--- src/hw/rtl/opbe_pkg.sv ---
// Shared types, constants, microcode tables and arithmetic helpers of the polynomial evaluator.
`default_nettype none
package opbe_pkg;

    localparam int ORD_W = 6;
    localparam int TAB_N = 64;

    localparam logic signed [63:0] ONE24 = 64'sh0000_0000_0100_0000;
    localparam logic signed [63:0] ONE40 = 64'sh0000_0100_0000_0000;
    localparam logic signed [63:0] MAX64 = 64'sh7FFF_FFFF_FFFF_FFFF;
    localparam logic signed [63:0] MIN64 = 64'sh8000_0000_0000_0000;

    localparam logic [2:0] MODE_HERMITE   = 3'd0;
    localparam logic [2:0] MODE_LEGENDRE  = 3'd1;
    localparam logic [2:0] MODE_NLEGENDRE = 3'd2;
    localparam logic [2:0] MODE_LAGUERRE  = 3'd3;
    localparam logic [2:0] MODE_JACOBI    = 3'd4;

    localparam logic [1:0] REG_MODE  = 2'd0;
    localparam logic [1:0] REG_ORDER = 2'd1;
    localparam logic [1:0] REG_ALPHA = 2'd2;
    localparam logic [1:0] REG_BETA  = 2'd3;

    typedef enum logic [2:0] {
        ST_IDLE,
        ST_EXEC,
        ST_MWAIT,
        ST_DWAIT,
        ST_EMIT
    } t_state;

    typedef enum logic [4:0] {
        U_P1_SI, U_P1_LA, U_P1_NL, U_P1_JA,
        U_CO_HE, U_CO_LE, U_CO_LA, U_CO_NL,
        U_J_AA, U_J_BB, U_J_T1, U_J_T2, U_J_T3, U_J_T4,
        U_J_U1, U_J_U2, U_J_V1, U_J_V2,
        U_NUM1, U_NUM2, U_DIV, U_EMIT
    } t_uop;

    typedef struct packed {
        logic             load;
        logic             start_mul;
        logic             start_div;
        logic             apply;
        logic             div_wb;
        logic             emit;
        logic             last;
        t_uop             uop;
        logic [ORD_W-1:0] k;
    } t_cmd;

    typedef struct packed {
        logic mul_done;
        logic div_done;
        logic out_free;
    } t_sts;

    typedef struct packed {
        logic               ovf;
        logic signed [63:0] val;
    } t_sat;

    typedef logic [63:0] t_tab [TAB_N];

    function automatic t_sat sat64(input logic signed [127:0] v);
        t_sat r;
        r.ovf = !((&v[127:63]) || !(|v[127:63]));
        if (r.ovf) begin
            r.val = v[127] ? MIN64 : MAX64;
        end else begin
            r.val = v[63:0];
        end
        return r;
    endfunction

    function automatic longint unsigned sqrt_q24(input longint unsigned m);
        longint unsigned v;
        longint unsigned r;
        longint unsigned bv;
        v  = m << 48;
        r  = 64'd0;
        bv = 64'h4000_0000_0000_0000;
        for (int i = 0; i < 32; i++) begin
            if (bv > v) bv = bv >> 2;
        end
        for (int i = 0; i < 32; i++) begin
            if (bv != 64'd0) begin
                if (v >= r + bv) begin
                    v = v - (r + bv);
                    r = (r >> 1) + bv;
                end else begin
                    r = r >> 1;
                end
                bv = bv >> 2;
            end
        end
        if (v > r) r = r + 64'd1;
        return r;
    endfunction

    function automatic longint unsigned udiv64(input longint unsigned n,
                                               input longint unsigned d);
        longint unsigned q;
        longint unsigned rm;
        q  = 64'd0;
        rm = 64'd0;
        for (int i = 63; i >= 0; i--) begin
            rm = (rm << 1) | ((n >> i) & 64'd1);
            q  = q << 1;
            if (rm >= d) begin
                rm = rm - d;
                q  = q | 64'd1;
            end
        end
        return q;
    endfunction

    function automatic t_tab build_ca2();
        t_tab t;
        longint unsigned sp;
        longint unsigned sm;
        t = '{default: '0};
        for (int k = 2; k < TAB_N; k++) begin
            sp   = sqrt_q24(64'(2 * k + 1));
            sm   = sqrt_q24(64'(2 * k - 1));
            t[k] = (sp * sm + 64'h80_0000) >> 24;
        end
        return t;
    endfunction

    function automatic t_tab build_cb2();
        t_tab t;
        longint unsigned sp;
        longint unsigned dn;
        longint unsigned nm;
        t = '{default: '0};
        for (int k = 2; k < TAB_N; k++) begin
            sp   = sqrt_q24(64'(2 * k + 1));
            dn   = sqrt_q24(64'(2 * k - 3));
            nm   = 64'(k - 1) * sp;
            t[k] = udiv64((nm << 24) + (dn >> 1), dn);
        end
        return t;
    endfunction

    localparam t_tab CA2_TAB = build_ca2();
    localparam t_tab CB2_TAB = build_cb2();
    localparam logic signed [63:0] SQRT3 = 64'(sqrt_q24(64'd3));

    function automatic t_uop uop_first(input logic [2:0] mode, input logic [ORD_W-1:0] k);
        t_uop u;
        if (k == ORD_W'(1)) begin
            case (mode)
                MODE_NLEGENDRE: u = U_P1_NL;
                MODE_LAGUERRE:  u = U_P1_LA;
                MODE_JACOBI:    u = U_P1_JA;
                default:        u = U_P1_SI;
            endcase
        end else begin
            case (mode)
                MODE_LEGENDRE:  u = U_CO_LE;
                MODE_NLEGENDRE: u = U_CO_NL;
                MODE_LAGUERRE:  u = U_CO_LA;
                MODE_JACOBI:    u = U_J_AA;
                default:        u = U_CO_HE;
            endcase
        end
        return u;
    endfunction

    function automatic t_uop uop_next(input t_uop u);
        t_uop n;
        case (u) inside
            U_CO_HE, U_CO_LE, U_CO_LA, U_CO_NL, U_J_V2: n = U_NUM1;
            U_J_AA: n = U_J_BB;
            U_J_BB: n = U_J_T1;
            U_J_T1: n = U_J_T2;
            U_J_T2: n = U_J_T3;
            U_J_T3: n = U_J_T4;
            U_J_T4: n = U_J_U1;
            U_J_U1: n = U_J_U2;
            U_J_U2: n = U_J_V1;
            U_J_V1: n = U_J_V2;
            U_NUM1: n = U_NUM2;
            U_NUM2: n = U_DIV;
            default: n = U_EMIT;
        endcase
        return n;
    endfunction

    function automatic logic uop_has_mul(input t_uop u);
        logic m;
        case (u) inside
            U_P1_NL, U_P1_JA, U_CO_NL, U_J_AA, U_J_BB, U_J_T1, U_J_T2, U_J_T3,
            U_J_T4, U_J_U1, U_J_U2, U_J_V1, U_J_V2, U_NUM1, U_NUM2: m = 1'b1;
            default: m = 1'b0;
        endcase
        return m;
    endfunction

endpackage
`default_nettype wire

--- src/hw/rtl/opbe_ctrl.sv ---
// Controller state machine that sequences the per-order microcode of the evaluator.
`default_nettype none
module opbe_ctrl (
    input  wire logic                i_clk,
    input  wire logic                i_rst_n,
    input  wire logic                i_start,
    output logic                     o_ready,
    input  wire logic [2:0]          i_mode,
    input  wire logic [5:0]          i_top,
    input  wire opbe_pkg::t_sts      i_sts,
    output opbe_pkg::t_cmd           o_cmd
);
    import opbe_pkg::*;

    t_state           r_state;
    t_state           n_state;
    t_uop             r_uop;
    t_uop             n_uop;
    logic [ORD_W-1:0] r_k;
    logic [ORD_W-1:0] n_k;
    logic [ORD_W-1:0] r_top;
    logic [ORD_W-1:0] n_top;
    logic             w_marker;

    assign w_marker = (r_uop == U_DIV) || (r_uop == U_EMIT);

    always_ff @(posedge i_clk) begin
        if (!i_rst_n) begin
            r_state <= ST_IDLE;
            r_uop   <= U_EMIT;
            r_k     <= '0;
            r_top   <= '0;
        end else begin
            r_state <= n_state;
            r_uop   <= n_uop;
            r_k     <= n_k;
            r_top   <= n_top;
        end
    end

    always_comb begin
        n_state = r_state;
        n_uop   = r_uop;
        n_k     = r_k;
        n_top   = r_top;
        unique case (r_state)
            ST_IDLE: begin
                if (i_start) begin
                    n_state = ST_EMIT;
                    n_k     = '0;
                    n_top   = i_top;
                end
            end
            ST_EXEC: begin
                if (r_uop == U_DIV) begin
                    n_state = ST_DWAIT;
                end else if (r_uop == U_EMIT) begin
                    n_state = ST_EMIT;
                end else if (uop_has_mul(r_uop)) begin
                    n_state = ST_MWAIT;
                end else begin
                    n_uop = uop_next(r_uop);
                end
            end
            ST_MWAIT: begin
                if (i_sts.mul_done) begin
                    n_state = ST_EXEC;
                    n_uop   = uop_next(r_uop);
                end
            end
            ST_DWAIT: begin
                if (i_sts.div_done) n_state = ST_EMIT;
            end
            ST_EMIT: begin
                if (i_sts.out_free) begin
                    if (r_k == r_top) begin
                        n_state = ST_IDLE;
                    end else begin
                        n_state = ST_EXEC;
                        n_k     = r_k + ORD_W'(1);
                        n_uop   = uop_first(i_mode, r_k + ORD_W'(1));
                    end
                end
            end
            default: n_state = ST_IDLE;
        endcase
    end

    always_comb begin
        o_ready         = (r_state == ST_IDLE);
        o_cmd.load      = (r_state == ST_IDLE) && i_start;
        o_cmd.start_mul = (r_state == ST_EXEC) && !w_marker && uop_has_mul(r_uop);
        o_cmd.start_div = (r_state == ST_EXEC) && (r_uop == U_DIV);
        o_cmd.apply     = ((r_state == ST_EXEC) && !w_marker && !uop_has_mul(r_uop))
                       || ((r_state == ST_MWAIT) && i_sts.mul_done);
        o_cmd.div_wb    = (r_state == ST_DWAIT) && i_sts.div_done;
        o_cmd.emit      = (r_state == ST_EMIT) && i_sts.out_free;
        o_cmd.last      = (r_k == r_top);
        o_cmd.uop       = r_uop;
        o_cmd.k         = r_k;
    end

    a_emit_free: assert property (@(posedge i_clk) disable iff (!i_rst_n)
        o_cmd.emit |-> i_sts.out_free)
        else $error("result written while the output register is occupied");

    a_start_leaves_idle: assert property (@(posedge i_clk) disable iff (!i_rst_n)
        o_cmd.load |=> r_state == ST_EMIT && r_k == '0)
        else $error("accepted transaction did not start at order zero");

    a_order_bound: assert property (@(posedge i_clk) disable iff (!i_rst_n)
        r_state != ST_IDLE |-> r_k <= r_top)
        else $error("order counter ran past the highest order");

    a_mul_wait: assert property (@(posedge i_clk) disable iff (!i_rst_n)
        o_cmd.start_mul |=> r_state == ST_MWAIT)
        else $error("multiplier started without waiting for its result");

endmodule
`default_nettype wire

--- config.mk ---
export PLATFORM = sky130hd
export DESIGN_NAME = opbe_ctrl
export DESIGN_NICKNAME = d
export VERILOG_FILES = /design/src/hw/rtl/opbe_pkg.sv /design/src/hw/rtl/opbe_ctrl.sv
export SDC_FILE = /design/constraint.sdc
export NUM_CORES = 1
export LEC_CHECK = 0
export BUFFER_PORTS_ARGS = -buffer_cell sky130_fd_sc_hd__buf_2
export CORE_MARGIN = 2
export CORE_UTILIZATION = 45
export DETAILED_ROUTE_END_ITERATION = 7
export PLACE_DENSITY = 0.68
export REMOVE_ABC_BUFFERS = 1
export SLEW_MARGIN = 40
export SYNTH_ARGS = -nofsm -noshare
export SYNTH_HDL_FRONTEND = slang
export SYNTH_SLANG_ARGS = --single-unit
export TNS_END_PERCENT = 50
--- constraint.sdc ---
create_clock -name i_clk -period 3.2 [get_ports i_clk]
set_input_delay 0.32 -clock i_clk [delete_from_list [all_inputs] [get_ports i_clk]]
set_output_delay 0.32 -clock i_clk [all_outputs]
set_load 0.1 [all_outputs]
Yosys cells after proc, flatten, opt, wreduce, memory -nomap -nowiden:

Cells that the tools add are included.

* add/sub/neg operators: 1
* equal/unequal tests: 39
* reduce and logical (&&, ||, !) cells: 21
* multiplexer cells: 39

Operators with widths (number)
* 5-bit two-way mux: 15
* 5-bit by 4-bit equality test with 1-bit output (second input constant): 8
* 5-bit equality test (second input constant): 6
* 3-bit two-way mux: 10
* 5-bit by 3-bit equality test with 1-bit output (second input constant): 4
* 6-bit two-way mux: 3
* 2-bit != test (second input constant): 8
* 4-bit case mux with 4 select lines: 1
* 3-bit case mux with 5 select lines: 1
* 5-bit case mux with 3 select lines: 1
* 15-bit OR reduction: 1
* 3-bit by 2-bit equality test with 1-bit output (second input constant): 4
* 6-bit case mux with 2 select lines: 1
* 5-bit by 2-bit equality test with 1-bit output (second input constant): 2
* 1-bit logical AND: 8
* 7-bit AND reduction: 1
* 6-bit by 1-bit adder with 6-bit output (second input constant): 1
* 3-bit by 1-bit equality test with 1-bit output (second input constant): 2
* 3-bit equality test (second input constant): 2
* 6-bit by 1-bit equality test with 1-bit output (second input constant): 1
* 6-bit equality test: 1
* 1-bit two-way mux: 6
* 2-bit case mux with 3 select lines: 1
* 5-bit AND reduction: 1
* other kinds (9): 11

* input port bits: 15
* output and inout port bits: 19
* register bits after elaboration: 20

Logic depth before layout (Yosys ltp):

Gate-level depths: netlist of run 1.

* word-level depth: 17
* mapped depth: 7

Least setup slack after synthesis of run 1:

Ideal clock, no wire load.

* kind: register to output
* start: register r_uop[4]
* end: output o_cmd[15] in the netlist's numbering
* cell stages (with the launch flop): 3
* data arrival time: 4.089 ns
* slack: -1.209 ns
* path through: dfxtp_1 > nand4bb_1 > nor4_1

RTL lines
* start: declaration: line opbe_ctrl.sv:17 `t_uop r_uop;`
* start signal: assignment: line opbe_ctrl.sv:35 `r_uop <= n_uop;`
* end: declaration: line opbe_ctrl.sv:11 `output opbe_pkg::t_cmd o_cmd`

==> results of run 1 <==
## synthesized netlist by cell type, drive strengths merged (3+ instances only)
cell     n  area [um2]
nand4    4        25.0
dfxtp   20         400
nand3    9        45.0
nor2    14        52.6
o221a    5        56.3
and3     3        18.8
o21ai    9        45.0
nand2   33         124
nor3     5        25.0
a211oi   6        45.0
or3b     3        26.3
inv      7        26.3
o211ai   3        22.5
clkbuf  14        52.6
nand2b   7        43.8
xnor2    8        70.1
nor3b    3        22.5
a311o    3        30.0
nor2b    3        18.8
buf      4        20.0
a31oi    3        18.8
a21oi   17        85.1
## tightest hold or removal path, delay by kind of cell
family                 cells  cell delay (ps)
AOI/OAI and AO/OA          1               50
buffers and inverters      1               90
and+or+nand+nor            1               40
## routing by layer
| layer | up-vias | track usage, % | part of all wire (%) |
|---|---|---|---|
| li1 | 834 | - | - |
| met1 | 735 | 27.3 | 51 |
| met2 | 39 | 28.9 | 44 |
| met3 | 2 | 2.14 | 4.5 |
| met4 | 0 | 6.94 | 0.72 |
| met5 | - | 0 | 0 |
## layout by cell type, fill, tap and decap left out, types with 3 or more instances in the layout
master / synthesis / layout
nor3_1: 5 / 5
nand4_1: 4 / 4
a21oi_1: 17 / 17
and3_1: 3 / 3
o21ai_0: 8 / 8
a31oi_1: 3 / 3
nor3b_1: 3 / 3
nor2_1: 14 / 14
nor2b_1: 3 / 3
buf_2: 4 / 33
xnor2_1: 8 / 8
clkbuf_4: 0 / 3
o221a_2: 5 / 5
a311o_1: 3 / 3
a211oi_1: 6 / 6
o211ai_1: 3 / 3
nand2b_1: 7 / 7
dfxtp_1: 20 / 20
nand3_1: 9 / 9
inv_1: 7 / 7
nand2_1: 33 / 33
## path summary, 6_finish.rpt
check	from	end	slack, ps
max	r_uop[0]$_SDFFE_PN1P_	o_cmd[14]	450
min	i_top[2]	r_top[2]$_SDFFE_PN0P_	240
max reg2reg	r_state[2]$_SDFFE_PN0P_	r_uop[4]$_SDFFE_PN1P_	890
min reg2reg	r_top[0]$_SDFFE_PN0P_	r_top[0]$_SDFFE_PN0P_	480
## state kept, by name, summed over array words and instances, names as in the netlist
register and cells:
r_k 6, r_uop 5, r_state 3, r_top 6
## logic make-up (layout without fill, tap and decap cells)
group                    count (synthesis)  in the layout  synth area share, %
AND/OR/NAND/NOR                         97             97                 32.1
AO/OA/AOI/OAI                           61             61                 27.7
buffers and inverters                   25             45                 6.29
flip-flops                              20             20                 25.5
XOR/XNOR                                10             10                 5.57
adder cells (fa/ha/maj)                  2              2                 1.59
multiplexers                             2              2                 1.27
## power by group through the flow
stage	Clock (mW)	Sequential [mW]	Combinational, mW
6_report	0.148	0.424	1.03
3_5_place_dp	0	0.426	1.03
4_1_cts	0.150	0.419	1.03
2_1_floorplan	0	0.543	0.711
5_1_grt	0.161	0.439	1.11
3_3_place_gp	0	0.423	1.03
## cell type report
type                       instances  area [um2]
timing repair buffer              34         173
clock buffer                       4        36.3
multi-input combinational        172        1070
sequential                        20         400
inverter                           7        26.3
fill                             360        1570
tap                               46        57.6
## through the flow
stage               instances  setup TNS [ps]
floorplan                 199          -13540
global placement          279               0
detailed placement        279               0
CTS                       283               0
finish                    283               0
global route              283               0
==> run summary, run 1 <==
Status: finished, final reports clean
Count of flip-flops with a built-in enable after synthesis: 0
First-pass GRT wire length: 6220 um
Post-route core utilization: 52.9%
Sw Share: 59.0%
Crit path required time: 2880 ps
Worst-case setup margin in the final layout: 447 ps
Part of the Yosys area used for sequential elements: 25.5%
Crit path largest cell delay: 470 ps
F_max: 0.363 GHz
Worst Hold Slack: 244 ps
ANT nets after route: 0
Gate count after technology mapping: 217
Number of antenna cells inserted: 0
Combinational share of power: 64.3%
First-pass iteration count of the detailed router: 4
Syn avg cell area: 7.24 um2
Post-route DRC violation count: 0
Routed wire length: 3740 um
Top-level I/O count: 34
Count of state elements after synthesis: 20
Worst slew margin: 58.2%
NetSw: 0.945 mW
CORE AREA: 3340 um2
Number of setup violations in the final report: 0
Resized cells post-CTS: 0
Number of buffers between clock root and the deepest sink: 2
GPL Wtd Cong: 0.860
Vias in the first global route: 1388
Clock power frac: 9.3%
Worst-path cell with the longest stage delay: dfxtp_1
Overall fraction of global-route tracks in use: 18.9%
Hold path cells: 3
Die ar.: 3980 um2
PnR Total Power: 1.60 mW
Detailed-route via count: 1610
Area growth from synthesis to final layout: 12.3%
Pin count of the biggest net entering global routing: 22
Cell area after placement: 1730 um2
Layout cell share with drive strength beyond 1: 19.8%
Ys Warns: 0
Total count of max-transition violations in the final report: 0
Effective utilization at floorplan: 47.1%
Buffers & Inverters on Critical Path: 1
Predominant post-synthesis flop cell: dfxtp_1
Sequential group share of total power: 26.5%
Clock H-tree levels: 1
Clock network latency to the later pin of the worst-skew pair: 300 ps
Period utilisation layout: 86.0%
Class of the tightest hold or removal check: input port to register
Logic depth of the worst register-to-register path: 5
Cell-internal power: 0.655 mW
Worst-path clk slew: 120 ps
Number of max-cap violations: 0
Die H: 63.1 um
HPWL Detailed: 2750 um
Count of port buffers added during placement: 33
Hold_buf cts: 0
Total non-filler cell area in the finished layout: 1770 um2
Iteration-0 DRC Markers: 95
Number of CTS-inserted buffers: 3
RSZ-0062 raised after global routing: no
Wire length per cell: 13.2 um
Slew at the pin with the worst max-slew slack: 625 ps
Overflow after GRT: 0
Total standard cell area after synthesis: 1570 um2
Top delay family on crit path: simple AND/OR/NAND/NOR gates
Signal arrival time at the worst endpoint: 2430 ps
Critical path startpoint category: register
CP cell instances: nand2b_1 > a211oi_1 > nor2_1 > or3b_2 > a21oi_1 > buf_2
Initial antenna violation count: 0
Layout net count: 255
Number of gates on the worst path with buffers counted: 6
Shortest period the worst path allows: 2750 ps
Number of cell rows: 21
Critical path fanouts, max: 14
Worst setup slack after placement: 785 ps
Static Leak: 0.683 nW
Kind of critical path: register to primary output
Post-synthesis async set-or-reset flop share: 0%
Clk_skew: 0.922 ps
Cell area power density: 906 nW/um2
Floorplan die width: 63.1 um
Post-CTS Setup Bufs: 0
TritonCTS clock tree: yes
Root Buffer Master: clkbuf_4
Via density: 5.69
Count of endpoints failing hold in the final timing report: 0
Total number of clock tree sinks: 20
Element type at the critical path end: primary output
VDD IR-drop max: 596 uV
Count of different cell masters after synthesis: 51
Note: power is estimated with default switching activity, not from simulation.
==> inputs of run 2 (changes only) <==
--- a/config.mk
+++ b/config.mk
@@ -6,6 +6,7 @@
 export NUM_CORES = 1
 export LEC_CHECK = 0
 export BUFFER_PORTS_ARGS = -buffer_cell sky130_fd_sc_hd__buf_2
+export CORE_ASPECT_RATIO = 1.4
 export CORE_MARGIN = 2
 export CORE_UTILIZATION = 45
 export DETAILED_ROUTE_END_ITERATION = 7
==> run 2 against run 1 <==
Compared with the run above: hold slack better by 51 ps; sequential power hardly changed; highest routed layer unchanged; cell count is 2.1% lower; clock power rose by 33%; clock-buffer cell count did not move.
==> run summary, run 2 (synthesis gave the netlist of run 1 again) <==
Resized cells post-CTS: 0
Final Non-Filler Cells: 277
Count of port buffers added during placement: 33
Layout net count: 255
PnR Total Power: 1.65 mW
Number of setup violations in the final report: 0
VDD IR-drop max: 745 uV
Overall fraction of global-route tracks in use: 19.9%
Period utilisation layout: 85.1%
GPL Wtd Cong: 0.796
Worst-case setup margin in the final layout: 476 ps
Number of cell rows: 25
Top delay family on crit path: simple AND/OR/NAND/NOR gates
Critical path fanouts, max: 14
First-pass iteration count of the detailed router: 4
Worst Hold Slack: 295 ps
CP cell instances: nand2b_1 > a211oi_1 > nor2_1 > or3b_2 > a21oi_1 > buf_2
Clk_skew: 3.21 ps
FF-to-FF Start: r_state[1]$_SDFFE_PN0P_
Total count of max-transition violations in the final report: 0
Effective utilization at floorplan: 47.0%
ANT nets after route: 0
Status: finished, final reports clean
Routed wire length: 3780 um
Shortest period the worst path allows: 2720 ps
F_max: 0.367 GHz
Clock network latency to the later pin of the worst-skew pair: 260 ps
Layout cell share with drive strength beyond 1: 19.8%
Count of endpoints failing hold in the final timing report: 0
Class of the tightest hold or removal check: input port to register
Signal arrival time at the worst endpoint: 2400 ps
Number of max-cap violations: 0
Crit path largest cell delay: 460 ps
Pin count of the biggest net entering global routing: 22
Post-CTS Setup Bufs: 0
Buffers & Inverters on Critical Path: 1
Hold path cells: 3
Worst-path clk slew: 80 ps
Element type at the critical path end: primary output
Initial antenna violation count: 0
Logic depth of the worst register-to-register path: 5
Number of antenna cells inserted: 0
Cell area power density: 927 nW/um2
CP startpoint: r_uop[0]$_SDFFE_PN1P_
Slack of the worst reg-to-reg path: 960 ps
HPWL Detailed: 2720 um
RR Endpoint: r_uop[4]$_SDFFE_PN1P_
Root Buffer Master: clkbuf_8
Area growth from synthesis to final layout: 13.1%
Die H: 73.9 um
Top-level I/O count: 34
Worst setup slack after placement: 792 ps
Crit path required time: 2880 ps
Worst-path cell with the longest stage delay: dfxtp_1
Overflow after GRT: 0
Wire length per cell: 13.6 um
Fillers: 350
Hold wc startpoint: i_top[5]
First-pass GRT wire length: 5950 um
Number of placed cells counting well taps: 273
Kind of critical path: register to primary output
CORE AREA: 3350 um2
Slew at the pin with the worst max-slew slack: 692 ps
TritonCTS clock tree: yes
Detailed-route via count: 1581
Total number of clock tree sinks: 20
Number of CTS-inserted buffers: 3
Clock H-tree levels: 1
Hold_buf cts: 0
Die ar.: 3990 um2
Commonest cells after routing, fill and taps aside: nand2_1, buf_2, dfxtp_1
Via density: 5.71
Static Leak: 0.691 nW
Worst slew margin: 53.4%
Biggest regs: r_k x6, r_top x6, r_uop x5
Endpoint of the worst hold path: r_top[5]$_SDFFE_PN0P_
Critical path startpoint category: register
Number of buffers between clock root and the deepest sink: 2
Post-route DRC violation count: 0
Floorplan die width: 53.9 um
Iteration-0 DRC Markers: 32
Vias in the first global route: 1304
RSZ-0062 raised after global routing: no
run 2: cell counts in the layout (fill, tap and decap cells not counted):
No cell type changed its count.
run 2: through the flow:
step           instance area (um2)  util [%]  setup TNS [ps]
2_1_floorplan                 1500         -          -13540
3_3_place_gp                  1720      51.4               0
3_5_place_dp                  1720      51.4               0
4_1_cts                       1780      53.1               0
5_1_grt                       1780      53.1               0
6_report                      1780      53.1               0
run 2: cell type report:
| type | count | area [um2] | area share [%] |
|---|---|---|---|
| Inverter | 7 | 26.3 | 1.48 |
| Sequential cell | 20 | 400 | 22.5 |
| Clock buffer | 4 | 55.1 | 3.10 |
| Multi-Input combinational cell | 172 | 1070 | 60.4 |
| Tap cell | 40 | 50.0 | 2.82 |
| Timing Repair Buffer | 34 | 173 | 9.72 |
run 2: worst min-delay path, cell delays in order:
cell and delay, ps:
buf_2 100, nand2_1 40, a21oi_1 50
run 2: worst max path at each step:
| stage | cells past startpoint | end | slack (ps) |
|---|---|---|---|
| finish | 6 | o_cmd[14] | 480 |
| global route | 6 | o_cmd[14] | 330 |
| CTS | 6 | o_cmd[14] | 500 |
| detailed placement | 6 | o_cmd[14] | 790 |
| global placement | 6 | o_cmd[14] | 830 |
| floorplan | 2 | o_cmd[15] | -1350 |
run 2: routing by layer:
metal	global-route usage, %	vias up	wire length, um
met3	1.83	6	109
met1	25.9	713	1770
li1	-	830	-
met2	32.8	32	1840
met5	0	-	0
met4	8.26	0	57
run 2: report_power, final:
part / leakage (nW) / internal, mW / switching, mW
combinational: 0.499 / 0.286 / 0.738
clock: 0.0288 / 0.110 / 0.0879
sequential: 0.163 / 0.299 / 0.125
total: 0.691 / 0.695 / 0.952
==> inputs of run 3 (changes only) <==
--- a/config.mk
+++ b/config.mk
@@ -7,7 +7,7 @@
 export LEC_CHECK = 0
 export BUFFER_PORTS_ARGS = -buffer_cell sky130_fd_sc_hd__buf_2
 export CORE_ASPECT_RATIO = 1.4
-export CORE_MARGIN = 2
+export CORE_MARGIN = 3
 export CORE_UTILIZATION = 45
 export DETAILED_ROUTE_END_ITERATION = 7
 export PLACE_DENSITY = 0.68
==> run 3 against run 2 <==
Compared with the run above: non-clock buffer count unchanged; setup slack gained 20 ps; flip-flop and latch count stayed put; clock-buffer cell count down 1; global-route usage decreased by 2.0 points; sequential share of layout area shrank 0.19 points; first-iteration DRC count is 19% lower; combinational power about the same; cell count fell by 0.36%; fmax increased by 0.72%; design area is 0.85% higher.
==> run summary, run 3 (synthesis gave the netlist of run 1 again) <==
Cell area power density: 952 nW/um2
ANT nets after route: 0
GPL Wtd Cong: 0.777
Worst-path clk slew: 80 ps
Critical path fanouts, max: 14
Crit path required time: 2880 ps
Routed wire length: 3790 um
Top-level I/O count: 34
Iteration-0 DRC Markers: 26
Number of setup violations in the final report: 0
Clock network latency to the later pin of the worst-skew pair: 270 ps
Wire length per cell: 13.7 um
Vias in the first global route: 1517
FF-to-FF Start: r_state[2]$_SDFFE_PN0P_
Clock H-tree levels: 1
Post-CTS Setup Bufs: 0
Clock power frac: 15.2%
Effective utilization at floorplan: 48.5%
Resized cells post-CTS: 0
Area growth from synthesis to final layout: 14.0%
Die ar.: 4250 um2
Period utilisation layout: 84.5%
Shortest period the worst path allows: 2700 ps
Commonest cells after routing, fill and taps aside: nand2_1, buf_2, dfxtp_1
Class of the tightest hold or removal check: input port to register
Via density: 5.90
Clk_skew: 3.42 ps
Element type at the critical path end: primary output
Signal arrival time at the worst endpoint: 2380 ps
Sw Share: 55.9%
Static Leak: 0.698 nW
Count of endpoints failing hold in the final timing report: 0
First-pass GRT wire length: 6370 um
Slack of the worst reg-to-reg path: 960 ps
TritonCTS clock tree: yes
RSZ-0062 raised after global routing: no
Kind of critical path: register to primary output
Post-route DRC violation count: 0
Critical path startpoint category: register
Slew at the pin with the worst max-slew slack: 614 ps
First-pass iteration count of the detailed router: 4
Hold_buf cts: 0
Root Buffer Master: clkbuf_8
Total count of max-transition violations in the final report: 0
Biggest regs: r_k x6, r_top x6, r_uop x5
CORE AREA: 3240 um2
Total number of clock tree sinks: 20
Number of buffers between clock root and the deepest sink: 2
Number of cell rows: 24
Total non-filler cell area in the finished layout: 1790 um2
Fillers: 321
Endpoint of the worst hold path: r_top[0]$_SDFFE_PN0P_
PnR Total Power: 1.71 mW
Number of antenna cells inserted: 0
Hold path cells: 3
VDD IR-drop max: 667 uV
Layout cell share with drive strength beyond 1: 19.8%
Hold wc startpoint: i_top[0]
Number of placed cells counting well taps: 272
Number of max-cap violations: 0
Overall fraction of global-route tracks in use: 17.8%
Overflow after GRT: 0
Logic depth of the worst register-to-register path: 5
Combinational share of power: 60.1%
HPWL Detailed: 2810 um
Number of CTS-inserted buffers: 3
Final Non-Filler Cells: 276
Count of port buffers added during placement: 33
Worst slew margin: 58.6%
Pin count of the biggest net entering global routing: 22
NetSw: 0.953 mW
Cell-internal power: 0.752 mW
Cell area after placement: 1720 um2
Detailed-route via count: 1629
Layout net count: 255
Floorplan die width: 55.9 um
Worst Hold Slack: 290 ps
Sequential group share of total power: 24.7%
Initial antenna violation count: 0
RR Endpoint: r_uop[4]$_SDFFE_PN1P_
F_max: 0.370 GHz
Die H: 75.9 um
Status: finished, final reports clean
[run 3: cell count changes in the layout (fill, tap and decap cells not counted), sizes merged]
cell    change
clkbuf      -1
bufinv      +1
[run 3: routing by layer]
metal  part of all wire, %  global-route usage, %
met5                     0                      0
met3                   4.9                   2.21
met1                    45                   21.7
met2                    49                   31.0
met4                   1.3                   7.60
[run 3: cell type report]
cell class	count	area, um2	share of cell area (%)
multi-input cells	172	1070	59.8
flip-flops and latches	20	400	22.3
repair buffers	34	173	9.64
well taps	39	48.8	2.72
clock buffers	3	41.3	2.30
clock inverters	1	30.0	1.68
inverters	7	26.3	1.47
[run 3: power groups by stage]
stage / combinational [mW] / sequential (mW) / clock, mW
floorplan: 0.711 / 0.543 / 0
global placement: 1.03 / 0.426 / 0
detailed placement: 1.02 / 0.426 / 0
CTS: 1.03 / 0.420 / 0.263
global route: 1.12 / 0.436 / 0.266
finish: 1.03 / 0.421 / 0.259
[run 3: worst max-delay path by stage]
| stage | start | endpoint | slack, ps | depth (start not counted) |
|---|---|---|---|---|
| after floorplan | r_uop[2]$_SDFFE_PN1P_ | o_cmd[15] | -1350 | 2 |
| after global placement | r_uop[0]$_SDFFE_PN1P_ | o_cmd[14] | 840 | 6 |
| after detailed placement | r_uop[0]$_SDFFE_PN1P_ | o_cmd[14] | 790 | 6 |
| after CTS | r_uop[0]$_SDFFE_PN1P_ | o_cmd[14] | 490 | 6 |
| after global routing | r_uop[0]$_SDFFE_PN1P_ | o_cmd[14] | 370 | 6 |
| final | r_uop[0]$_SDFFE_PN1P_ | o_cmd[14] | 500 | 6 |
[run 3: stage by stage]
stage	setup slack, ps	utilization (%)	setup TNS [ps]
2_1_floorplan	-1350	-	-13540
3_3_place_gp	839	53.0	0
3_5_place_dp	790	53.0	0
4_1_cts	489	55.2	0
5_1_grt	369	55.2	0
6_report	496	55.2	0
[run 3: worst max-delay path, cell delays in order (launching register included)]
cell and delay, ps:
dfxtp_1 450, nand2b_1 230, a211oi_1 330, nor2_1 100, or3b_2 440, a21oi_1 130
buf_2 440
